<file path="src/sv/stl_ram.sv">
`timescale 1ns / 1ps
`default_nettype none
module stl_ram #(
  parameter int W = 8,
  parameter int D = 64
) (
  input  wire logic                 clk,
  input  wire logic                 we,
  input  wire logic [$clog2(D)-1:0] waddr,
  input  wire logic [W-1:0]         wdata,
  input  wire logic                 re,
  input  wire logic [$clog2(D)-1:0] raddr,
  output logic      [W-1:0]         rdata
);
  logic [W-1:0] mem [D];

  always_ff @(posedge clk) begin
    if (we) begin
      mem[waddr] <= wdata;
    end
    if (re) begin
      rdata <= mem[raddr];
    end
  end
endmodule
`default_nettype wire

</file>
<file path="config.mk">
export PLATFORM = sky130hd
export DESIGN_NAME = stl_ram
export DESIGN_NICKNAME = d
export VERILOG_FILES = /design/src/sv/stl_ram.sv
export SDC_FILE = /design/constraint.sdc
export NUM_CORES = 1
export LEC_CHECK = 0
export BUFFER_PORTS_ARGS = -buffer_cell sky130_fd_sc_hd__buf_2
export CORE_MARGIN = 4
export CORE_UTILIZATION = 45
export DETAILED_ROUTE_END_ITERATION = 8
export HOLD_SLACK_MARGIN = 0.1
export PLACE_DENSITY = 0.64
export SYNTH_ARGS = -nofsm -noshare
export SYNTH_HDL_FRONTEND = slang
export SYNTH_SLANG_ARGS = --single-unit
</file>
<file path="constraint.sdc">
create_clock -name clk -period 1.9 [get_ports clk]
set_clock_uncertainty 0.15 [all_clocks]
set_input_delay 0 -clock clk [delete_from_list [all_inputs] [get_ports clk]]
set_output_delay 0 -clock clk [all_outputs]
set_load 0.01 [all_outputs]
</file>
==> flow_metrics.env, run 1 <==
export IMPL_grt_pass1_wl_um=70010
export IMPL_first_pass_iters=5
export IMPL_h_tree_depth=2
export IMPL_yosysSeqAreaShare_pct=77.12
export IMPL_hold_violations=0
export IMPL_portBuffers=30
export IMPL_globalplace_congestion=0.8612
export IMPL_violations="negative setup slack"
export IMPL_rows=77
export IMPL_ys_seq_elements=520
export IMPL_grt_pass1_vias=10520
export IMPL_holdCritStartpoint="raddr[1]"
export IMPL_via_count=10300
export IMPL_maxUsedRoutingLayer="met4"
export IMPL_synth_area_per_cell_um2=21.54
export IMPL_p_leak_nw=8.116
export IMPL_clkSlewWorstSetupHoldPaths_ns=0.07
export IMPL_yosysUniqueCellTypes=39
export IMPL_wl_met2_um=22510
export IMPL_grt_util_all_layers_pct=19.95
export IMPL_dp_cells=1696
export IMPL_synth_edf_count=520
export IMPL_ios=31
export IMPL_coreArea_um2=44320
export IMPL_ys_warn_count=0
export IMPL_finalSetupViolations=8
export IMPL_final_max_slew_viol_count=0
export IMPL_cts_tree="done"
export IMPL_critical_path_required_ns=2.07
export IMPL_r2r_end="rdata[4]$_DFFE_PP_"
export IMPL_finalNonFillerCells=1812
export IMPL_synthesis_nets=963
export IMPL_max_cap_violations=0
export IMPL_ir_drop_uv=577.9
export IMPL_pre_cts_slack_ns=-0.4331
export IMPL_wirelength_met1_um=20490
export IMPL_clockBufferDepth=3
export IMPL_grt_setup_unrepaired="yes"
export IMPL_r2r_start="mem[39][4]$_DFFE_PP_"
export IMPL_cts_buffers=51
export IMPL_startpoint_type="register"
export IMPL_netlist_area_um2=20250
export IMPL_hpwl_um=30980
export IMPL_tightest_slew_ns=1.127
export IMPL_drt_initial_drc_count=1192
export IMPL_route_met3_wl_um=3420
export IMPL_synthFlopType="edfxtp_1"
export IMPL_status="complete, but fails checks"
export IMPL_rrSetupSlack_ns=-0.20
export IMPL_reg2regPathDepth=4
export IMPL_crit_fanout=1
export IMPL_hold_depth=4
export IMPL_finalSetupTns_ns=-1.118
export IMPL_drt_wl_total_um=47310
export IMPL_grt_max_degree=65
export IMPL_dieWidth_um=220.1
export IMPL_ant_nets=0
export IMPL_clock_sinks=520
export IMPL_crit_arrival_ns=2.27
export IMPL_syn_to_final_growth_pct=21.52
export IMPL_via_per_inst=5.686
export IMPL_min_path_type="in -> reg"
export IMPL_setup_ws_ns=-0.1996
export IMPL_antenna_found_initial=0
export IMPL_drive_gt1_share_pct=37.30
export IMPL_fin_crit_ns=2.100
export IMPL_dieArea_um2=48450
export IMPL_critPathCaptureType="register"
export IMPL_crit_type="reg -> reg"
export IMPL_nets=1201
export IMPL_chipHeight_um=220.1
export IMPL_max_slew_margin_pct=24.88
export IMPL_insertion_delay_ns=0.58
export IMPL_root_buffer="clkbuf_16"
export IMPL_antenna_cells=0
export IMPL_wl_per_cell_um=26.11
export IMPL_drc=0
export IMPL_fin_crit_sh_pct=110.5
export IMPL_async_reset_ff_share_pct=0
export IMPL_grt_overflow=0
export IMPL_power_density_nw_per_um2=1015
export IMPL_fmax_mhz=476.3
export IMPL_synth_cells=940
export IMPL_initial_utilization_pct=45.69
export IMPL_whs_endpoint="rdata[3]$_DFFE_PP_"
placed cells by master, fill, tap and decap left out, drive strengths merged, types with 3 or more instances in the layout:
cell type and instances:
mux2 13, nand3b 3, o21ai 4, mux4 126, a22oi 3, nor3 7, clkinv 25, dlygate4sd3 23
nor2b 14, edfxtp 520, nand2 19, a221oi 6, o22ai 8, nand3 13, a21oi 3, bufinv 11
o2111ai 3, nand2b 7, buf 212, nor2 83, a211oi 4, o221ai 8, clkbuf 59, o2bb2ai 3
mux2i 23
critical path, cell delays in order (launching register included):
cell and delay (ns):
edfxtp_1 0.36, mux4_2 0.56, mux4_2 0.52, nor2_4 0.16
o32ai_2 0.08
synthesized netlist by cell type, types with 3 or more instances:
library cell / instances / area share (%)
a211oi_1: 4 / 0.15
a21oi_1: 3 / 0.074
a221oi_1: 6 / 0.26
a22oi_1: 3 / 0.11
buf_1: 4 / 0.074
buf_2: 11 / 0.27
buf_4: 13 / 0.48
buf_6: 4 / 0.22
clkbuf_1: 17 / 0.32
edfxtp_1: 520 / 77
mux2_2: 13 / 0.72
mux2i_1: 23 / 1.1
mux4_2: 126 / 14
nand2_1: 19 / 0.35
nand2b_1: 7 / 0.22
nand3_1: 13 / 0.32
nand3b_1: 3 / 0.11
nor2_1: 83 / 1.5
nor2b_1: 14 / 0.43
nor3_1: 7 / 0.17
o2111ai_1: 3 / 0.13
o221ai_1: 8 / 0.35
o22ai_1: 8 / 0.25
o2bb2ai_1: 3 / 0.13
final cells by class:
class,instances,area (um2)
fillers,3364,19710
flip-flops and latches,520,15620
multi-input cells,369,4502
repair buffers,236,1943
clock buffers,58,1345
well taps,592,740.7
clock inverters,37,457.9
where the power goes:
group	internal [W]	switching, W
Sequential	0.0127	0.0000385
Combinational	0.000639	0.000816
Clock	0.00657	0.00419
what timing repair did:
item	4_1_cts	5_1_grt
buffers inserted	0	0
hold endpoints to repair	800	0
gates resized for setup	16	17
pin swaps	2	5
endpoints found under the setup margin	8	22
hold buffers	23	0
logic make-up (layout without fill, tap and decap cells):
logic type             Yosys count  count (layout)  share of synthesized area [%]
AND/OR/NAND/NOR                153             153                          3.374
flip-flops                     520             520                          77.12
AO/OA/AOI/OAI                   54              54                          2.064
buffers and inverters           51             331                          1.563
multiplexers                   162             162                          15.88
worst max path at each step:
stage                               from                 end  slack (ns)  cells after the start
CTS                 mem[38][4]$_DFFE_PP_  rdata[4]$_DFFE_PP_       -0.22                      4
finish              mem[39][4]$_DFFE_PP_  rdata[4]$_DFFE_PP_       -0.20                      4
global route        mem[10][2]$_DFFE_PP_  rdata[2]$_DFFE_PP_       -0.23                      5
global placement                raddr[1]  rdata[1]$_DFFE_PP_       -0.42                      6
floorplan           mem[21][4]$_DFFE_PP_  rdata[4]$_DFFE_PP_       -0.04                      5
detailed placement              raddr[1]  rdata[1]$_DFFE_PP_       -0.43                      6
registers in the layout, summed over array words and instances, names as in the netlist:
signal and cells:
rdata 8, mem 512
metal layers:
layer  vias to the layer above  global-route usage, %
li1                       4412                      -
met1                      5457                  29.37
met2                       374                  31.38
met3                        60                  4.233
met4                         0                  4.124
met5                         -                      0
metrics by stage:
stage                     power [W]  hold slack, ns  cell area [um2]  util (%)
after floorplan             0.01368        -0.05113            20290         -
after global placement      0.01435          0.2482            22430     50.62
after detailed placement    0.01438          0.2528            22430     50.62
after CTS                   0.02514          0.1071            24520     55.33
after global routing        0.02578          0.1594            24600     55.52
final                       0.02497          0.1400            24600     55.52
(Power assumes the default switching activity.)
==> run 2, diff against run 1 <==
==> config.mk (replaced) <==
export PLATFORM = sky130hd
export DESIGN_NAME = stl_ram
export DESIGN_NICKNAME = d
export VERILOG_FILES = /design/src/sv/stl_ram.sv
export SDC_FILE = /design/constraint.sdc
export NUM_CORES = 1
export LEC_CHECK = 0
export CORE_MARGIN = 4
export CORE_UTILIZATION = 45
export DETAILED_ROUTE_END_ITERATION = 8
export DONT_BUFFER_PORTS = 1
export HOLD_SLACK_MARGIN = 0.1
export PLACE_DENSITY = 0.63
export SYNTH_ARGS = -nofsm -noshare
export SYNTH_HDL_FRONTEND = slang
export SYNTH_SLANG_ARGS = --single-unit
==> run 2 against run 1 <==
  * Sequential power is essentially flat
  * Highest routed layer unchanged
  * Critical path type unchanged
  * Via count is 5.6% lower
  * Die area is the same
  * Wire length is 7.3% lower
  * Fmax decreased by 3.0%
  * Cell area fell by 4.7%
  * The flow finishes with violations (negative hold slack, negative setup slack)
  * Largest power group unchanged
  * Largest cell class unchanged
  * Sequential cell count is the same
  * Non-clock buffer count down 116
  * Clock power is 14% lower
  * Worst hold slack got worse by 0.63 ns
  * Count of clock-buffer cells in the layout rose by 10
==> flow_metrics.env, run 2 (same netlist as run 1, synthesis figures left out) <==
export IMPL_first_pass_iters=7
export IMPL_grt_util_all_layers_pct=18.42
export IMPL_crit_arrival_ns=2.32
export IMPL_fmax_mhz=461.9
export IMPL_final_cell_mix="edfxtp_1, mux4_2, buf_4"
export IMPL_n_fill_cell=3467
export IMPL_drive_gt1_share_pct=28.97
export IMPL_power_frac_seq_pct=55.4
export IMPL_status="complete, but fails checks"
export IMPL_crit_fanout=1
export IMPL_p_sw_w=0.004609
export IMPL_via_per_inst=5.722
export IMPL_chipHeight_um=220.1
export IMPL_insertion_delay_ns=0.57
export IMPL_p_leak_nw=7.453
export IMPL_r2r_start="mem[16][6]$_DFFE_PP_"
export IMPL_drt_wl_total_um=43850
export IMPL_rows=77
export IMPL_violations="negative hold slack, negative setup slack"
export IMPL_min_path_type="in -> reg"
export IMPL_syn_to_final_growth_pct=15.78
export IMPL_hpwl_um=25140
export IMPL_fin_util_pct=52.89
export IMPL_rrSetupSlack_ns=-0.26
export IMPL_tightest_slew_ns=0.5506
export IMPL_holdCritStartpoint="raddr[5]"
export IMPL_finalNonFillerCells=1699
export IMPL_nets=1085
export IMPL_startpoint_type="register"
export IMPL_clockBufferDepth=3
export IMPL_power_density_nw_per_um2=982.8
export IMPL_pre_cts_slack_ns=-0.3257
export IMPL_root_buffer="clkbuf_16"
export IMPL_ir_drop_uv=1003
export IMPL_whs_endpoint="rdata[5]$_DFFE_PP_"
export IMPL_fin_crit_sh_pct=113.9
export IMPL_antenna_found_initial=4
export IMPL_reg_top3="mem x512, rdata x8"
export IMPL_clock_sinks=520
export IMPL_grt_max_degree=138
export IMPL_clkSlewWorstSetupHoldPaths_ns=0.06
export IMPL_final_max_slew_viol_count=0
export IMPL_max_slew_margin_pct=62.99
export IMPL_hold_slack_ns=-0.4889
export IMPL_cts_buffers=51
export IMPL_cts_tree="done"
export IMPL_ios=31
export IMPL_grt_setup_unrepaired="yes"
export IMPL_wl_per_cell_um=25.81
export IMPL_setup_ws_ns=-0.2648
export IMPL_slowest_stage="mux4_2"
export IMPL_reg2regPathDepth=5
export IMPL_drt_initial_drc_count=1009
export IMPL_r2r_end="rdata[6]$_DFFE_PP_"
export IMPL_dieArea_um2=48450
export IMPL_hold_depth=1
export IMPL_crit_type="reg -> reg"
export IMPL_cts_hold_buf=26
export IMPL_dieWidth_um=220.1
export IMPL_multiInputGateArea_um2=4441
export IMPL_initial_utilization_pct=45.69
export IMPL_ant_nets=0
export IMPL_hold_violations=8
export IMPL_grt_pass1_vias=9985
export IMPL_pwr_share_clk_pct=40.2
export IMPL_power_frac_comb_pct=4.4
export IMPL_finalSetupViolations=8
export IMPL_max_cap_violations=0
export IMPL_globalplace_congestion=0.7666
export IMPL_worstPathCellList="mux4_2 > mux2_4 > o221a_4 > nor3_4 > o32ai_2"
export IMPL_p_sw_share_pct=20.01
export IMPL_critical_path_max_stage_delay_ns=0.47
export IMPL_regMostFlops="mem"
export IMPL_critical_path_required_ns=2.05
export IMPL_h_tree_depth=2
export IMPL_final_common_cell="edfxtp_1"
export IMPL_portBuffers=0
export IMPL_regArea_um2=15620
export IMPL_coreArea_um2=44320
export IMPL_grt_overflow=0
export IMPL_critPathCaptureType="register"
export IMPL_via_count=9722
export IMPL_drc=0
export IMPL_largest_reg_flops=512
export IMPL_intPower_w=0.01843
export IMPL_dp_cells=1574
export IMPL_grt_pass1_wl_um=65610
export IMPL_fin_crit_ns=2.165
run 2: area by class of cell:
type / instances / share of cell area (%)
Antenna cell: 6 / 0.06405
Sequential cell: 520 / 66.61
Tap cell: 592 / 3.160
Timing Repair Buffer: 120 / 4.761
Clock inverter: 24 / 0.5604
Clock buffer: 68 / 5.898
Multi-Input combinational cell: 369 / 18.94
run 2: per-layer routing:
metal | routed length [um] | vias up | track usage [%]
met5 | 0 | - | 0
met4 | 1062 | 0 | 4.647
met3 | 3027 | 74 | 4.082
met2 | 20500 | 329 | 28.58
met1 | 19270 | 5122 | 26.96
li1 | - | 4197 | -
run 2: worst max-delay path by stage:
| stage | from | end |
|---|---|---|
| floorplan | mem[21][4]$_DFFE_PP_ | rdata[4]$_DFFE_PP_ |
| global placement | mem[7][0]$_DFFE_PP_ | rdata[0]$_DFFE_PP_ |
| detailed placement | mem[7][0]$_DFFE_PP_ | rdata[0]$_DFFE_PP_ |
| global route | mem[16][6]$_DFFE_PP_ | rdata[6]$_DFFE_PP_ |
| CTS | mem[16][6]$_DFFE_PP_ | rdata[6]$_DFFE_PP_ |
| finish | mem[16][6]$_DFFE_PP_ | rdata[6]$_DFFE_PP_ |
run 2: timing repair:
action	in CTS	in global routing
setup endpoints to repair	8	24
gates cloned	0	0
buffers inserted	0	1
pin swaps	2	1
resized for setup	14	11
hold endpoints to repair	1040	8
run 2: power by group through the flow:
stage	Combinational [W]	Sequential, W	Clock (W)
after CTS	0.00100	0.0128	0.00947
after floorplan	0.000689	0.0130	0
after detailed placement	0.000698	0.0130	0
after global routing	0.00107	0.0128	0.0100
final	0.00101	0.0128	0.00927
after global placement	0.000693	0.0130	0
run 2: critical path: cells and delay by family, from the launching register on:
family           cells  cell delay (ns)
flip-flops           1             0.38
AND/OR/NAND/NOR      1             0.23
multiplexers         2             0.76
AO/OA/AOI/OAI        2             0.39
run 2: metrics by stage:
step           power, W  hold slack (ns)  setup TNS (ns)  cell area (um2)
2_1_floorplan   0.01368         -0.05113        -0.09161            20290
3_3_place_gp    0.01369         -0.04593          -1.635            21400
3_5_place_dp    0.01370         -0.04634          -1.855            21400
4_1_cts         0.02323          -0.5144          -4.647            23380
5_1_grt         0.02383          -0.4966          -2.009            23430
6_report        0.02304          -0.4889          -1.491            23440
==> run 3, diff against run 2 <==
--- a/config.mk
+++ b/config.mk
@@ -6,11 +6,11 @@
 export NUM_CORES = 1
 export LEC_CHECK = 0
 export CORE_MARGIN = 4
-export CORE_UTILIZATION = 45
+export CORE_UTILIZATION = 30
 export DETAILED_ROUTE_END_ITERATION = 8
 export DONT_BUFFER_PORTS = 1
 export HOLD_SLACK_MARGIN = 0.1
-export PLACE_DENSITY = 0.63
+export PLACE_DENSITY_LB_ADDON = 0.25
 export SYNTH_ARGS = -nofsm -noshare
 export SYNTH_HDL_FRONTEND = slang
 export SYNTH_SLANG_ARGS = --single-unit
==> run 3 against run 2 <==
  * Worst hold slack better by 0.011 ns
  * Critical path depth did not move
  * Highest routed layer is now met5
  * Cell area increased by 2.1%
  * Critical endpoint unchanged
  * Sequential cell count unchanged
  * The flow still finishes with violations (negative hold slack, negative setup slack)
  * Critical path type unchanged
==> flow_metrics.env, run 3 (same netlist as run 1, synthesis figures left out) <==
export IMPL_total_power_w=0.02363
export IMPL_nets=1084
export IMPL_hold_violations=8
export IMPL_grt_overflow=0
export IMPL_globalplace_congestion=0.7401
export IMPL_portBuffers=0
export IMPL_hpwl_um=27310
export IMPL_via_count=9740
export IMPL_cts_hold_buf=28
export IMPL_h_tree_depth=2
export IMPL_reg2regPathDepth=5
export IMPL_syn_to_final_growth_pct=18.25
export IMPL_cts_tree="done"
export IMPL_rrSetupSlack_ns=-0.31
export IMPL_crit_arrival_ns=2.36
export IMPL_placed_area_um2=21710
export IMPL_r2r_start="mem[29][6]$_DFFE_PP_"
export IMPL_largest_reg_flops=512
export IMPL_ios=31
export IMPL_startpoint_type="register"
export IMPL_setup_ws_ns=-0.3094
export IMPL_wl_per_cell_um=24.61
export IMPL_ir_drop_uv=638.8
export IMPL_crit_fanout=1
export IMPL_insertion_delay_ns=0.58
export IMPL_p_leak_nw=7.507
export IMPL_critical_path_required_ns=2.05
export IMPL_fmax_mhz=452.6
export IMPL_fin_crit_ns=2.209
export IMPL_violations="negative hold slack, negative setup slack"
export IMPL_coreArea_um2=66330
export IMPL_final_max_slew_viol_count=0
export IMPL_critPathCaptureType="register"
export IMPL_regMostFlops="mem"
export IMPL_grt_pass1_vias=9935
export IMPL_reg_top3="mem x512, rdata x8"
export IMPL_final_cell_mix="edfxtp_1, mux4_2, buf_4"
export IMPL_drt_wl_total_um=48350
export IMPL_holdCritStartpoint="raddr[5]"
export IMPL_max_slew_margin_pct=58.18
export IMPL_power_density_nw_per_um2=987.0
export IMPL_chipHeight_um=267.8
export IMPL_antenna_found_initial=4
export IMPL_design_area_um2=23940
export IMPL_grt_max_degree=138
export IMPL_status="complete, but fails checks"
export IMPL_clockBufferDepth=3
export IMPL_cts_buffers=53
export IMPL_hold_slack_ns=-0.4781
export IMPL_dieArea_um2=71710
export IMPL_fin_crit_sh_pct=116.3
export IMPL_drt_initial_drc_count=958
export IMPL_ant_nets=0
export IMPL_grt_pass1_wl_um=70890
export IMPL_drive_gt1_share_pct=30.36
export IMPL_rows=94
export IMPL_r2r_end="rdata[6]$_DFFE_PP_"
export IMPL_min_path_type="in -> reg"
export IMPL_finalSetupViolations=8
export IMPL_dieWidth_um=267.8
export IMPL_hold_depth=1
export IMPL_finalSetupTns_ns=-1.334
export IMPL_grt_setup_unrepaired="yes"
export IMPL_pre_cts_slack_ns=-0.4008
export IMPL_clkSlewWorstSetupHoldPaths_ns=0.06
export IMPL_grt_util_all_layers_pct=13.53
export IMPL_cts_setup_buffers=0
export IMPL_root_buffer="clkbuf_16"
export IMPL_tightest_slew_ns=0.6274
export IMPL_crit_type="reg -> reg"
export IMPL_drc=0
export IMPL_via_per_inst=4.957
export IMPL_whs_endpoint="rdata[5]$_DFFE_PP_"
export IMPL_initial_utilization_pct=30.52
export IMPL_first_pass_iters=6
export IMPL_max_cap_violations=0
export IMPL_clock_sinks=520
export IMPL_final_common_cell="edfxtp_1"
-- run 3: changes by cell type in the layout (fill, tap and decap cells not counted), sizes merged --
cell | before | now
dlygate4sd3 | 14 | 15
bufinv | 1 | 4
clkbuf | 68 | 65
clkinv | 21 | 25
dlymetal6s2s | 0 | 1
buf | 102 | 99
diode | 6 | 1
clkinvlp | 1 | 0
dlymetal6s4s | 4 | 2
inv | 1 | 0
-- run 3: how the worst max path moves through the flow --
stage	startpoint	endpoint	slack, ns
after floorplan	mem[21][4]$_DFFE_PP_	rdata[4]$_DFFE_PP_	-0.04
after global placement	mem[29][6]$_DFFE_PP_	rdata[6]$_DFFE_PP_	-0.40
after detailed placement	mem[29][6]$_DFFE_PP_	rdata[6]$_DFFE_PP_	-0.40
after CTS	mem[29][6]$_DFFE_PP_	rdata[6]$_DFFE_PP_	-0.33
after global routing	mem[29][6]$_DFFE_PP_	rdata[6]$_DFFE_PP_	-0.37
final	mem[29][6]$_DFFE_PP_	rdata[6]$_DFFE_PP_	-0.31
-- run 3: per-stage QoR --
| stage | std cells | hold WS (ns) | utilization, % |
|---|---|---|---|
| 6_report | 1965 | -0.4781 | 36.09 |
| 5_1_grt | 1965 | -0.5039 | 36.09 |
| 4_1_cts | 1964 | -0.5265 | 36.00 |
| 3_5_place_dp | 1842 | -0.04435 | 32.74 |
| 3_3_place_gp | 1842 | -0.04566 | 32.74 |
| 2_1_floorplan | 940 | -0.05113 | - |
-- run 3: area by class of cell --
class / instances / area (um2)
antenna: 1 / 2.502
clock buffer: 65 / 1371
clock inverter: 29 / 231.5
fill: 6137 / 42390
multi-input combinational: 369 / 4524
sequential: 520 / 15620
tap: 864 / 1081
timing repair buffer: 117 / 1116
-- run 3: worst max-delay path, stage by stage (launching register included) --
cell and delay, ns:
edfxtp_1 0.36, mux4_2 0.49, mux2_4 0.28, o221a_4 0.28
nor3_4 0.21, o32ai_2 0.16
-- run 3: per-layer routing --
metal | wire length [um] | GRT usage (%) | up-vias | part of all wire [%]
met4 | 900 | 3.409 | 2 | 1.9
met5 | 13 | 0 | - | 0.027
met1 | 22340 | 19.83 | 5275 | 46
met3 | 2614 | 2.527 | 56 | 5.4
li1 | - | - | 4171 | -
met2 | 22480 | 21.05 | 236 | 46
-- run 3: power breakdown --
| group | total (W) | leakage [nW] | switching, W | internal (W) |
|---|---|---|---|---|
| combinational | 0.00110 | 2.03 | 0.000591 | 0.000514 |
| sequential | 0.0128 | 4.69 | 0.0000346 | 0.0127 |
| clock | 0.00977 | 0.796 | 0.00414 | 0.00563 |
| total | 0.0236 | 7.51 | 0.00477 | 0.0189 |
-- run 3: timing repair --
action | 4_1_cts | 5_1_grt
endpoints found under the hold margin | 1040 | 8
endpoints found under the setup margin | 8 | 40
pin swaps | 1 | 1
gates resized for setup | 26 | 14
